--- src/hw/rtl/tspm_pkg.sv ---
// ----------------------------------------------------------------------------
// tspm_pkg
// Shared types, codes and helpers for the two-string plotter motion unit.
// ----------------------------------------------------------------------------
`default_nettype none

package tspm_pkg;

   localparam int COORD_BITS_DEFAULT = 16;
   localparam int CFG_WIDTH = 24;
   localparam int CFG_COUNT = 4;
   localparam int CSR_ADDR_WIDTH = 4;

   localparam logic [CFG_WIDTH-1:0] PLOTTER_WIDTH_RESET = 24'd210515;
   localparam logic [CFG_WIDTH-1:0] TICKS_PER_MM_RESET = 24'd953663;
   localparam logic [CFG_WIDTH-1:0] HOME_X_RESET = 24'd105258;
   localparam logic [CFG_WIDTH-1:0] HOME_Y_RESET = 24'd32512;
   localparam logic [31:0] RATE_RESET = 32'd1000;

   typedef enum logic [2:0] {
      REQ_RELATIVE  = 3'd0,
      REQ_ABSOLUTE  = 3'd1,
      REQ_HOME      = 3'd2,
      REQ_FEED_RATE = 3'd3,
      REQ_CARTESIAN = 3'd4
   } req_code_type;

   typedef enum logic [1:0] {
      CSR_PLOTTER_WIDTH = 2'd0,
      CSR_TICKS_PER_MM  = 2'd1,
      CSR_HOME_X        = 2'd2,
      CSR_HOME_Y        = 2'd3
   } csr_index_type;

   typedef struct packed {
      logic        start;
      logic [31:0] op_a;
      logic [31:0] op_b;
   } mul_req_type;

   typedef struct packed {
      logic        start;
      logic [63:0] radicand;
   } sqrt_req_type;

   function automatic logic [31:0] mag34(input logic signed [33:0] v);
      logic [33:0] n;
      n = v[33] ? 34'(-v) : 34'(v);
      return n[31:0];
   endfunction

endpackage

`default_nettype wire

--- src/hw/rtl/two_string_plotter_motion_top.sv ---
// ----------------------------------------------------------------------------
// two_string_plotter_motion_top
// Motion command unit for a plotter hung from two strings.
// ----------------------------------------------------------------------------
// Relative, absolute, feed rate and unknown commands go from idle straight to the
// finish state, which presents the result once the output is free and then returns to idle.
// Home and Cartesian commands first run five serial multiplies and two serial square
// roots, and then the finish state presents their result.
// One command is in flight at a time; a stalled result holds back the next one.
// Reset: lengths clear to zero, feed rate to 1000 Hz, registers to defaults.
// ----------------------------------------------------------------------------
`default_nettype none

module two_string_plotter_motion_top #(
   parameter int COORD_BITS = tspm_pkg::COORD_BITS_DEFAULT
) (
   input  wire logic                                clock,
   input  wire logic                                reset,
   input  wire logic                                req_tvalid,
   output logic                                     req_tready,
   input  wire logic [63:0]                         req_tdata,  // arg_a, arg_b
   input  wire logic [2:0]                          req_tuser,  // req_type
   output logic                                     rsp_tvalid,
   input  wire logic                                rsp_tready,
   // step_a, step_b, feed_rate, pos_a, pos_b
   output logic [223:0]                             rsp_tdata,
   output logic [0:0]                               rsp_tuser,  // move_valid
   input  wire logic                                csr_psel,
   input  wire logic                                csr_penable,
   input  wire logic                                csr_pwrite,
   input  wire logic [tspm_pkg::CSR_ADDR_WIDTH-1:0] csr_paddr,
   input  wire logic [31:0]                         csr_pwdata,
   output logic [31:0]                              csr_prdata,
   output logic                                     csr_pready
);

   localparam logic signed [31:0] COORD_MAX = 32'((64'sd1 <<< (COORD_BITS - 1)) - 1);
   localparam logic signed [31:0] COORD_MIN = -COORD_MAX - 32'sd1;

   typedef enum logic [3:0] {
      ST_IDLE, ST_MUL_AY, ST_MUL_AX, ST_MUL_BX, ST_SQRT_A, ST_SQRT_B,
      ST_SCALE_A, ST_SCALE_B, ST_FINISH
   } state_type;

   state_type                       state_ff;
   logic [tspm_pkg::CFG_WIDTH-1:0]  cfg_ff [tspm_pkg::CFG_COUNT];
   logic [2:0]                      type_ff;
   logic signed [31:0]              arg_a_ff;
   logic signed [31:0]              arg_b_ff;
   logic signed [33:0]              x_q8_ff;
   logic [63:0]                     ay2_ff;
   logic [63:0]                     sum_a_ff;
   logic [63:0]                     sum_b_ff;
   logic [31:0]                     amm_ff;
   logic [31:0]                     bmm_ff;
   logic [31:0]                     la_ff;
   logic [31:0]                     lb_ff;
   logic [63:0]                     len_a_ff;
   logic [63:0]                     len_b_ff;
   logic [31:0]                     rate_ff;
   logic                            rsp_valid_ff;
   logic [223:0]                    rsp_data_ff;
   logic                            rsp_move_ff;
   tspm_pkg::mul_req_type           mul_req_ff;
   tspm_pkg::sqrt_req_type          sqrt_req_ff;
   logic                            mul_start_in;
   logic                            sqrt_start_in;
   logic                            mul_done;
   logic [63:0]                     mul_product;
   logic                            sqrt_done;
   logic [31:0]                     sqrt_root;
   logic                            req_accept;
   logic                            out_free;
   logic signed [31:0]              sat_a;
   logic signed [31:0]              sat_b;
   logic signed [33:0]              bx_q8;
   logic [31:0]                     tpm;
   logic [63:0]                     len_a_in;
   logic [63:0]                     len_b_in;
   logic [31:0]                     step_a_in;
   logic [31:0]                     step_b_in;
   logic [31:0]                     rate_in;
   logic                            move_in;

   assign req_tready = (state_ff == ST_IDLE);
   assign req_accept = req_tvalid && req_tready;
   assign out_free   = !rsp_valid_ff || rsp_tready;
   assign tpm        = {8'd0, cfg_ff[tspm_pkg::CSR_TICKS_PER_MM]};

   assign sat_a = ($signed(req_tdata[31:0]) > COORD_MAX) ? COORD_MAX :
                  ($signed(req_tdata[31:0]) < COORD_MIN) ? COORD_MIN :
                  $signed(req_tdata[31:0]);
   assign sat_b = ($signed(req_tdata[63:32]) > COORD_MAX) ? COORD_MAX :
                  ($signed(req_tdata[63:32]) < COORD_MIN) ? COORD_MIN :
                  $signed(req_tdata[63:32]);
   assign bx_q8 = $signed({10'd0, cfg_ff[tspm_pkg::CSR_PLOTTER_WIDTH]}) - x_q8_ff;

   always_comb begin
      mul_start_in  = 1'b0;
      sqrt_start_in = 1'b0;
      unique case (state_ff)
         ST_IDLE: begin
            mul_start_in = req_accept && ((req_tuser == tspm_pkg::REQ_HOME) ||
                                          (req_tuser == tspm_pkg::REQ_CARTESIAN));
         end
         ST_MUL_AY, ST_MUL_AX, ST_SCALE_A: begin
            mul_start_in = mul_done;
         end
         ST_MUL_BX: begin
            sqrt_start_in = mul_done;
         end
         ST_SQRT_A: begin
            sqrt_start_in = sqrt_done;
         end
         ST_SQRT_B: begin
            mul_start_in = sqrt_done;
         end
         default: begin
            mul_start_in = 1'b0;
         end
      endcase
   end

   always_comb begin
      move_in   = 1'b0;
      step_a_in = 32'd0;
      step_b_in = 32'd0;
      len_a_in  = len_a_ff;
      len_b_in  = len_b_ff;
      rate_in   = rate_ff;
      case (type_ff)
         tspm_pkg::REQ_RELATIVE: begin
            move_in   = 1'b1;
            step_a_in = arg_a_ff;
            step_b_in = arg_b_ff;
            len_a_in  = len_a_ff + {{32{arg_a_ff[31]}}, arg_a_ff};
            len_b_in  = len_b_ff + {{32{arg_b_ff[31]}}, arg_b_ff};
         end
         tspm_pkg::REQ_ABSOLUTE: begin
            move_in   = 1'b1;
            step_a_in = arg_a_ff - len_a_ff[31:0];
            step_b_in = arg_b_ff - len_b_ff[31:0];
            len_a_in  = {{32{arg_a_ff[31]}}, arg_a_ff};
            len_b_in  = {{32{arg_b_ff[31]}}, arg_b_ff};
         end
         tspm_pkg::REQ_HOME: begin
            len_a_in = {32'd0, la_ff};
            len_b_in = {32'd0, lb_ff};
         end
         tspm_pkg::REQ_FEED_RATE: begin
            rate_in = arg_a_ff;
         end
         tspm_pkg::REQ_CARTESIAN: begin
            move_in   = 1'b1;
            step_a_in = la_ff - len_a_ff[31:0];
            step_b_in = lb_ff - len_b_ff[31:0];
            len_a_in  = {32'd0, la_ff};
            len_b_in  = {32'd0, lb_ff};
         end
         default: begin
            move_in = 1'b0;
         end
      endcase
   end

   always_ff @(posedge clock) begin
      if (reset) begin
         state_ff          <= ST_IDLE;
         rsp_valid_ff      <= 1'b0;
         mul_req_ff.start  <= 1'b0;
         sqrt_req_ff.start <= 1'b0;
         len_a_ff          <= 64'd0;
         len_b_ff          <= 64'd0;
         rate_ff           <= tspm_pkg::RATE_RESET;
      end else begin
         mul_req_ff.start  <= mul_start_in;
         sqrt_req_ff.start <= sqrt_start_in;
         if (rsp_valid_ff && rsp_tready && (state_ff != ST_FINISH)) begin
            rsp_valid_ff <= 1'b0;
         end
         unique case (state_ff)
            ST_IDLE: begin
               if (req_accept) begin
                  type_ff  <= req_tuser;
                  arg_a_ff <= $signed(req_tdata[31:0]);
                  arg_b_ff <= $signed(req_tdata[63:32]);
                  if (req_tuser == tspm_pkg::REQ_HOME) begin
                     x_q8_ff         <= $signed({10'd0, cfg_ff[tspm_pkg::CSR_HOME_X]});
                     mul_req_ff.op_a <= {8'd0, cfg_ff[tspm_pkg::CSR_HOME_Y]};
                     mul_req_ff.op_b <= {8'd0, cfg_ff[tspm_pkg::CSR_HOME_Y]};
                     state_ff        <= ST_MUL_AY;
                  end else if (req_tuser == tspm_pkg::REQ_CARTESIAN) begin
                     x_q8_ff         <= {{2{sat_a[31]}}, sat_a} <<< 8;
                     mul_req_ff.op_a <= tspm_pkg::mag34({{2{sat_b[31]}}, sat_b} <<< 8);
                     mul_req_ff.op_b <= tspm_pkg::mag34({{2{sat_b[31]}}, sat_b} <<< 8);
                     state_ff        <= ST_MUL_AY;
                  end else begin
                     state_ff <= ST_FINISH;
                  end
               end
            end
            ST_MUL_AY: begin
               if (mul_done) begin
                  ay2_ff          <= mul_product;
                  mul_req_ff.op_a <= tspm_pkg::mag34(x_q8_ff);
                  mul_req_ff.op_b <= tspm_pkg::mag34(x_q8_ff);
                  state_ff        <= ST_MUL_AX;
               end
            end
            ST_MUL_AX: begin
               if (mul_done) begin
                  sum_a_ff        <= mul_product + ay2_ff;
                  mul_req_ff.op_a <= tspm_pkg::mag34(bx_q8);
                  mul_req_ff.op_b <= tspm_pkg::mag34(bx_q8);
                  state_ff        <= ST_MUL_BX;
               end
            end
            ST_MUL_BX: begin
               if (mul_done) begin
                  sum_b_ff             <= mul_product + ay2_ff;
                  sqrt_req_ff.radicand <= sum_a_ff;
                  state_ff             <= ST_SQRT_A;
               end
            end
            ST_SQRT_A: begin
               if (sqrt_done) begin
                  amm_ff               <= sqrt_root;
                  sqrt_req_ff.radicand <= sum_b_ff;
                  state_ff             <= ST_SQRT_B;
               end
            end
            ST_SQRT_B: begin
               if (sqrt_done) begin
                  bmm_ff          <= sqrt_root;
                  mul_req_ff.op_a <= amm_ff;
                  mul_req_ff.op_b <= tpm;
                  state_ff        <= ST_SCALE_A;
               end
            end
            ST_SCALE_A: begin
               if (mul_done) begin
                  la_ff           <= mul_product[55:24];
                  mul_req_ff.op_a <= bmm_ff;
                  mul_req_ff.op_b <= tpm;
                  state_ff        <= ST_SCALE_B;
               end
            end
            ST_SCALE_B: begin
               if (mul_done) begin
                  lb_ff    <= mul_product[55:24];
                  state_ff <= ST_FINISH;
               end
            end
            ST_FINISH: begin
               if (out_free) begin
                  len_a_ff     <= len_a_in;
                  len_b_ff     <= len_b_in;
                  rate_ff      <= rate_in;
                  rsp_valid_ff <= 1'b1;
                  rsp_move_ff  <= move_in;
                  rsp_data_ff  <= {len_b_in, len_a_in, rate_in, step_b_in, step_a_in};
                  state_ff     <= ST_IDLE;
               end
            end
            default: begin
               state_ff <= ST_IDLE;
            end
         endcase
      end
   end

   always_ff @(posedge clock) begin
      if (reset) begin
         cfg_ff[tspm_pkg::CSR_PLOTTER_WIDTH] <= tspm_pkg::PLOTTER_WIDTH_RESET;
         cfg_ff[tspm_pkg::CSR_TICKS_PER_MM]  <= tspm_pkg::TICKS_PER_MM_RESET;
         cfg_ff[tspm_pkg::CSR_HOME_X]        <= tspm_pkg::HOME_X_RESET;
         cfg_ff[tspm_pkg::CSR_HOME_Y]        <= tspm_pkg::HOME_Y_RESET;
      end else if (csr_psel && csr_penable && csr_pwrite && csr_pready) begin
         cfg_ff[csr_paddr[3:2]] <= csr_pwdata[tspm_pkg::CFG_WIDTH-1:0];
      end
   end

   assign csr_pready = 1'b1;
   assign csr_prdata = {8'd0, cfg_ff[csr_paddr[3:2]]};

   tspm_mul u_mul (
      .clock   (clock),
      .reset   (reset),
      .req     (mul_req_ff),
      .done    (mul_done),
      .product (mul_product)
   );

   tspm_sqrt u_sqrt (
      .clock (clock),
      .reset (reset),
      .req   (sqrt_req_ff),
      .done  (sqrt_done),
      .root  (sqrt_root)
   );

   assign rsp_tvalid = rsp_valid_ff;
   assign rsp_tdata  = rsp_data_ff;
   assign rsp_tuser  = rsp_move_ff;

endmodule

`default_nettype wire

--- src/hw/rtl/tspm_mul.sv ---
// ----------------------------------------------------------------------------
// tspm_mul
// Bit-serial 32 x 32 unsigned multiplier, one multiplier bit per cycle.
// ----------------------------------------------------------------------------
`default_nettype none

module tspm_mul (
   input  wire logic                 clock,
   input  wire logic                 reset,
   input  wire tspm_pkg::mul_req_type req,
   output logic                      done,
   output logic [63:0]               product
);

   logic        busy_ff;
   logic        done_ff;
   logic [4:0]  cnt_ff;
   logic [31:0] mcand_ff;
   logic [63:0] acc_ff;
   logic [32:0] sum_in;

   assign sum_in = {1'b0, acc_ff[63:32]} + (acc_ff[0] ? {1'b0, mcand_ff} : 33'd0);

   always_ff @(posedge clock) begin
      if (reset) begin
         busy_ff <= 1'b0;
         done_ff <= 1'b0;
         cnt_ff  <= 5'd0;
      end else begin
         done_ff <= busy_ff && !req.start && (cnt_ff == 5'd31);
         if (req.start) begin
            busy_ff <= 1'b1;
            cnt_ff  <= 5'd0;
         end else if (busy_ff) begin
            cnt_ff <= cnt_ff + 5'd1;
            if (cnt_ff == 5'd31) begin
               busy_ff <= 1'b0;
            end
         end
      end
   end

   always_ff @(posedge clock) begin
      if (req.start) begin
         mcand_ff <= req.op_a;
         acc_ff   <= {32'd0, req.op_b};
      end else if (busy_ff) begin
         acc_ff <= {sum_in, acc_ff[31:1]};
      end
   end

   assign done    = done_ff;
   assign product = acc_ff;

endmodule

`default_nettype wire

--- src/hw/rtl/tspm_sqrt.sv ---
// ----------------------------------------------------------------------------
// tspm_sqrt
// Digit-by-digit integer square root, two radicand bits per cycle.
// ----------------------------------------------------------------------------
`default_nettype none

module tspm_sqrt (
   input  wire logic                  clock,
   input  wire logic                  reset,
   input  wire tspm_pkg::sqrt_req_type req,
   output logic                       done,
   output logic [31:0]                root
);

   logic        busy_ff;
   logic        done_ff;
   logic [4:0]  cnt_ff;
   logic [63:0] rad_ff;
   logic [33:0] rem_ff;
   logic [31:0] root_ff;
   logic [35:0] rem_sh;
   logic [35:0] trial;
   logic        fits;

   assign rem_sh = {rem_ff, rad_ff[63:62]};
   assign trial  = {2'b00, root_ff, 2'b01};
   assign fits   = rem_sh >= trial;

   always_ff @(posedge clock) begin
      if (reset) begin
         busy_ff <= 1'b0;
         done_ff <= 1'b0;
         cnt_ff  <= 5'd0;
      end else begin
         done_ff <= busy_ff && !req.start && (cnt_ff == 5'd31);
         if (req.start) begin
            busy_ff <= 1'b1;
            cnt_ff  <= 5'd0;
         end else if (busy_ff) begin
            cnt_ff <= cnt_ff + 5'd1;
            if (cnt_ff == 5'd31) begin
               busy_ff <= 1'b0;
            end
         end
      end
   end

   always_ff @(posedge clock) begin
      if (req.start) begin
         rad_ff  <= req.radicand;
         rem_ff  <= 34'd0;
         root_ff <= 32'd0;
      end else if (busy_ff) begin
         rad_ff  <= {rad_ff[61:0], 2'b00};
         rem_ff  <= fits ? 34'(rem_sh - trial) : rem_sh[33:0];
         root_ff <= {root_ff[30:0], fits};
      end
   end

   assign done = done_ff;
   assign root = root_ff;

endmodule

`default_nettype wire

--- config.mk ---
export PLATFORM = sky130hd
export DESIGN_NAME = two_string_plotter_motion_top
export DESIGN_NICKNAME = d
export VERILOG_FILES = /design/src/hw/rtl/tspm_pkg.sv /design/src/hw/rtl/two_string_plotter_motion_top.sv /design/src/hw/rtl/tspm_mul.sv /design/src/hw/rtl/tspm_sqrt.sv
export SDC_FILE = /design/constraint.sdc
export NUM_CORES = 2
export LEC_CHECK = 0
export BUFFER_PORTS_ARGS = -buffer_cell sky130_fd_sc_hd__buf_2
export CAP_MARGIN = 20
export CORE_MARGIN = 1.5
export CORE_UTILIZATION = 45
export CTS_CLUSTER_SIZE = 10
export DETAILED_ROUTE_END_ITERATION = 10
export SYNTH_ARGS = -nofsm -noshare
export SYNTH_HDL_FRONTEND = slang
export SYNTH_SLANG_ARGS = --single-unit
--- constraint.sdc ---
create_clock -name clock -period 13.9 [get_ports clock]
set_clock_uncertainty 0.15 [all_clocks]
set_input_delay 2.78 -clock clock [delete_from_list [all_inputs] [get_ports clock]]
set_output_delay 2.78 -clock clock [all_outputs]
set_load 0.005 [all_outputs]
=== After elaboration in Yosys (flattened, before gate mapping) ===
Memory sizes are Yosys's and may differ from the RTL's.
Cells that the tools add are included.

* $add $sub $neg: 15
* $lt $le $gt $ge: 5
* Eq/ne operators: 27
* Mux-type cells: 63
* Bitwise gates (word level): 1
* Reduce and logical (&&, ||, !) cells: 42

{| class="wikitable"
|+ Operator list
! kind !! count
|-
| 64-bit 2-to-1 mux || 11
|-
| 64-bit case mux with 3 select lines || 2
|-
| 64-bit case mux with 5 select lines || 1
|-
| 32-bit 2-to-1 mux || 7
|-
| 64-bit adder || 3
|-
| 32-bit case mux with 3 select lines || 2
|-
| 64-bit case mux with 2 select lines || 1
|-
| 32-bit subtractor || 4
|-
| 26-bit 2-to-1 mux || 4
|-
| 32-bit negator || 3
|-
| 34-bit 2-to-1 mux || 2
|-
| 32-bit by 16-bit greater-than comparator with 1-bit output (second input constant) || 2
|-
| 32-bit by 16-bit < comparator with 1-bit output (second input constant) || 2
|-
| 24-bit 2-to-1 mux || 2
|-
| 4-bit 2-to-1 mux || 11
|-
| 36-bit by 34-bit greater-or-equal comparator with 1-bit output || 1
|-
| 4-bit case mux with 9 select lines || 1
|-
| 25-bit by 34-bit subtractor with 34-bit output || 1
|-
| 34-bit subtractor || 1
|-
| 32-bit by 32-bit adder with 33-bit output || 1
|-
| 3-bit AND reduction || 9
|-
| 24-bit OR reduction || 1
|-
| 4-bit by 3-bit == test with 1-bit output (second input constant) || 4
|-
| 1-bit 2-to-1 mux || 16
|-
| other kinds (29) || 61
|}

* Flip-flop bits (word level): 1181
* Memory bits (writable): 96
* Input bits: 110
* Output and inout bits: 260
* Logic and storage cells: 190
* Memories: 1

{| class="wikitable"
|+ Memory list
! name !! words !! width !! rd ports !! clocked after Yosys merged registers in !! wr ports !! line !! text
|-
| cfg_ff || 4 || 24 || 5 || 0 || 4 || two_string_plotter_motion_top.sv:46 || <nowiki>logic [tspm_pkg::CFG_WIDTH-1:0] cfg_ff [tspm_pkg::CFG_COUNT];</nowiki>
|}

=== Longest topological paths before layout ===
* Depth after elaboration: 9
* Mapped depth: 22
* Depth with buffers taken out: 20

=== Cells and area by module ===
From an unflattened synthesis, not the netlist that was laid out.

* Cell total of the unflattened synthesis: 6928
* Area, all modules: 70797.9 um2

{| class="wikitable"
|+ By module, submodules not included
! module !! times used !! cells an instance !! area an instance (um2) !! seq. area each (um2)
|-
| two_string_plotter_motion_top || 1 || 5657 || 57522.7 || 29468.3
|-
| tspm_sqrt || 1 || 740 || 7591.0 || 3383.2
|-
| tspm_mul || 1 || 531 || 5684.2 || 2702.6
|}

=== Worst setup path after synthesis ===
No wires, ideal clock.

* Path type: input to register
* Start point: input port rsp_tready
* End point: register len_a_ff[28]
* Library setup time: 0.096 ns
* Data arrival time: 13.592 ns
* Data required time: 13.654 ns
* Slack: 0.062 ns
* Stages on the path: 5
* Buffers on the path: 1
* Path through: nand2b_1 nand2b_1 clkbuf_1 nor2_1 a22o_1

* Longest elaborated chain between the ends: 2

{| class="wikitable"
|+ Ends and longest elaborated chain
! item !! line !! text
|-
| start, declared || two_string_plotter_motion_top.sv:24 || <nowiki>input wire logic rsp_tready,</nowiki>
|-
| 1-bit logical OR || two_string_plotter_motion_top.sv:87 || <nowiki>assign out_free = !rsp_valid_ff || rsp_tready;</nowiki>
|-
| 2-bit AND reduction (no source line) || n/a ||
|-
| end signal, assigned || two_string_plotter_motion_top.sv:256 || <nowiki>len_a_ff <= len_a_in;</nowiki>
|-
| end, declared || two_string_plotter_motion_top.sv:58 || <nowiki>logic [63:0] len_a_ff;</nowiki>
|}

Every way passes these cells.
A chain may end at the register's enable or synchronous reset.

=== Worst setup path in the final report ===
* Start point: input port csr_paddr[3] (netlist name)
* End point: output port csr_prdata[23]

* Longest elaborated chain between the ends: 1

{| class="wikitable"
|+ Ends and longest elaborated chain
! item !! line !! text
|-
| start, declared || two_string_plotter_motion_top.sv:31 || <nowiki>input wire logic [tspm_pkg::CSR_ADDR_WIDTH-1:0] csr_paddr,</nowiki>
|-
| memory 4 x 24 bit || n/a ||
|-
| end, declared || two_string_plotter_motion_top.sv:33 || <nowiki>output logic [31:0] csr_prdata,</nowiki>
|}

Every way passes these cells.

==> impl_metrics.yaml <==
timing:
  rsz0062_at_grt: "no"
  max_freq_mhz: 138
  finalSetupTns_ps: 0
  period_minus_slack_ps: 7220
  slew_headroom_pct: 23.7
  worst_pin_slew_ps: 1140
  finalMaxSlewViolations: 0
  hold_viol_final: 0
  setup_viol_count_final: 0
  fin_crit_sh_pct: 52.0
clocking:
  postCtsSetupBuffers: 0
  clk_pin_slew_ps: 50
  cts_buffers: 154
  hold_buffers: 0
  cts_sinks: 1277
  clockBufferDepth: 3
  ctsResizeCount: 0
  cts_tree: "done"
  h-tree-depth: 4
  root_buffer: "clkbuf_16"
  clk_latency_ps: 800
synthesis:
  synthTopCellsByCount: "edfxtp_1, nand2_1, a21oi_1, nor2_1, ha_1"
  synth_area_mm2: 0.0689
  yosys_most_used_dff: "edfxtp_1"
  yosys.area.top_type: "edfxtp_1"
  ys_warn_count: 0
  syn_area_per_cell_um2: 10.5
  synth-seq-area-share_pct: 51.6
  synthTopCellsByArea: "edfxtp_1, dfxtp_1, ha_1"
  netlist.area_leader.share_pct: 43.5
  synth.distinct_cells: 104
  synthCells: 6545
  synthArstFlopShare_pct: 0
  synth_seq_cells: 1277
  synth_edf_count: 998
  yosysMostFrequentCell: "edfxtp_1"
die:
  io_pins: 370
  dieArea_mm2: 0.156
  die_h_um: 394
  core_area_mm2: 0.152
  row_count: 143
  die_w_um: 394
  start_util_pct: 45.3
power:
  p_leak_nw: 29.7
  ir_drop_uv: 130
  pwr_density_cell_mw_per_mm2: 161
  finalPower_w: 0.0126
worst_setup_path:
  startpoint: "csr_paddr[3]"
  cp-end-kind: "primary output"
  cp_data_required_time_ps: 10970
  critical_path_class: "in -> out"
  reg2reg_slack_ps: 7340
  worst-path-max-fanout: 28
  crit_path_start_kind: "input port"
  reg2reg_from: "type_ff[2]$_DFFE_PP_"
  r2r_end: "rsp_tdata[30]$_DFFE_PP_"
  r2r_cells: 21
  crit_path_end: "csr_prdata[23]"
  crit_arrival_ps: 4290
drt:
  wirelength_mm: 212
  drcViolationCount: 0
  via_per_inst: 5.83
  final_antenna_net_count: 0
  drt-wirelength-per-cell_um: 23.6
  vias: 52500
  drtPass1Iterations: 6
  first_iter_violations: 4562
global_routing:
  grt_pass1_wl_mm: 315
  antenna_found_initial: 14
  grtUsageTotal_pct: 26.5
  overflow: 0
  grt_max_degree: 127
  first_global_vias: 50000
layout:
  filler_cell_count: 13700
  fin_nets: 7307
  drive_gt1_share_pct: 13.5
  multi_input_area_mm2: 0.0315
  area_delta_synth_final_pct: 13.0
  seq_area_mm2: 0.0356
place:
  place.gp.congestion: 0.927
  port_buffers: 350
  hpwlAfterDp_mm: 152
job:
  maxCapViolCount: 0
worst_hold_path:
  hold_class: "reg -> reg"
status:
  status: "finished, final reports clean"
-- cells in the final DEF (no fill, tap or decap), drive strengths merged, types with 67 or more instances in the layout --
master | Yosys | routed
a211oi | 76 | 76
a21o | 205 | 205
a21oi | 582 | 582
and2 | 117 | 117
buf | 38 | 438
clkbuf | 266 | 259
dfxtp | 279 | 279
edfxtp | 998 | 998
ha | 348 | 348
inv | 246 | 247
mux2 | 189 | 189
mux2i | 67 | 67
nand2 | 800 | 800
nand2b | 80 | 80
nand3 | 76 | 76
nor2 | 478 | 478
nor3 | 90 | 90
o21ai | 348 | 348
o22ai | 98 | 98
xnor2 | 241 | 241
xor2 | 126 | 126
-- logic make-up (layout without fill, tap and decap cells) --
kind of cell	Yosys count	in the layout	synth area share, %
xor+xnor	367	367	4.66
buf+inv	553	968	3.07
flops	1277	1277	51.6
fa+ha+maj	375	375	6.81
mux	280	280	4.85
other cells	2	21	0.0109
simple gates	1914	1914	12.7
compound gates	1777	1777	16.4
-- routing by layer --
| metal | vias up | share of wire [%] | wire length, um | global-route usage (%) |
|---|---|---|---|---|
| met4 | 6 | 3.6 | 7570 | 10.0 |
| met1 | 25600 | 42 | 90000 | 35.6 |
| met5 | - | 0.022 | 46 | 0 |
| met2 | 1891 | 47 | 100000 | 43.6 |
| met3 | 347 | 6.6 | 14100 | 3.75 |
| li1 | 24700 | - | - | - |
-- how the worst min path moves through the flow --
stage,startpoint,endpoint,slack [ps],cells past startpoint
after floorplan,mul_req_ff[32]$_DFFE_PP_,u_mul.mcand_ff[0]$_DFFE_PP_,250,0
after global placement,mul_req_ff[53]$_DFFE_PP_,u_mul.mcand_ff[21]$_DFFE_PP_,250,0
after CTS,mul_req_ff[53]$_DFFE_PP_,u_mul.mcand_ff[21]$_DFFE_PP_,270,0
final,mul_req_ff[40]$_DFFE_PP_,u_mul.mcand_ff[8]$_DFFE_PP_,270,0
after global routing,mul_req_ff[53]$_DFFE_PP_,u_mul.mcand_ff[21]$_DFFE_PP_,270,0
after detailed placement,mul_req_ff[40]$_DFFE_PP_,u_mul.mcand_ff[8]$_DFFE_PP_,260,0
-- metrics by stage --
stage | cell area (um2) | instances | utilization [%] | worst slack, ps | hold WS, ps
after floorplan | 69000 | 6552 | - | 62.2 | 250
after global placement | 73000 | 8714 | 48.0 | 6650 | 253
after detailed placement | 73000 | 8714 | 48.0 | 6660 | 255
after CTS | 77800 | 8995 | 51.2 | 6640 | 270
after global routing | 77900 | 9006 | 51.2 | 6580 | 273
final | 77900 | 9009 | 51.2 | 6680 | 270
-- where the power goes --
group	internal (W)	leakage, nW	switching, W
clock	0.00228	2.33	0.00159
combinational	0.00141	15.9	0.00226
sequential	0.00465	11.5	0.000391
total	0.00833	29.7	0.00424
-- state kept, by name, summed over array words and instances, names as in the netlist, 65 cells and up --
| signal | flops |
|---|---|
| sqrt_req_ff | 65 |
| mul_req_ff | 65 |
| rsp_tdata | 224 |
| cfg_ff | 96 |
-- worst max-delay path, cell delays in order --
cell	delay, ps
buf_2	720
mux4_2	630
buf_2	150
-- layout make-up --
cell class / count / area share (%)
Tap cell: 2030 / 3.26
Clock inverter: 22 / 0.410
Multi-Input combinational cell: 4722 / 40.5
Antenna cell: 12 / 0.0386
Clock buffer: 259 / 5.82
Timing Repair Buffer: 438 / 3.15
Sequential cell: 1277 / 45.7
Inverter: 249 / 1.20
Power figures use the tool's default switching activity.
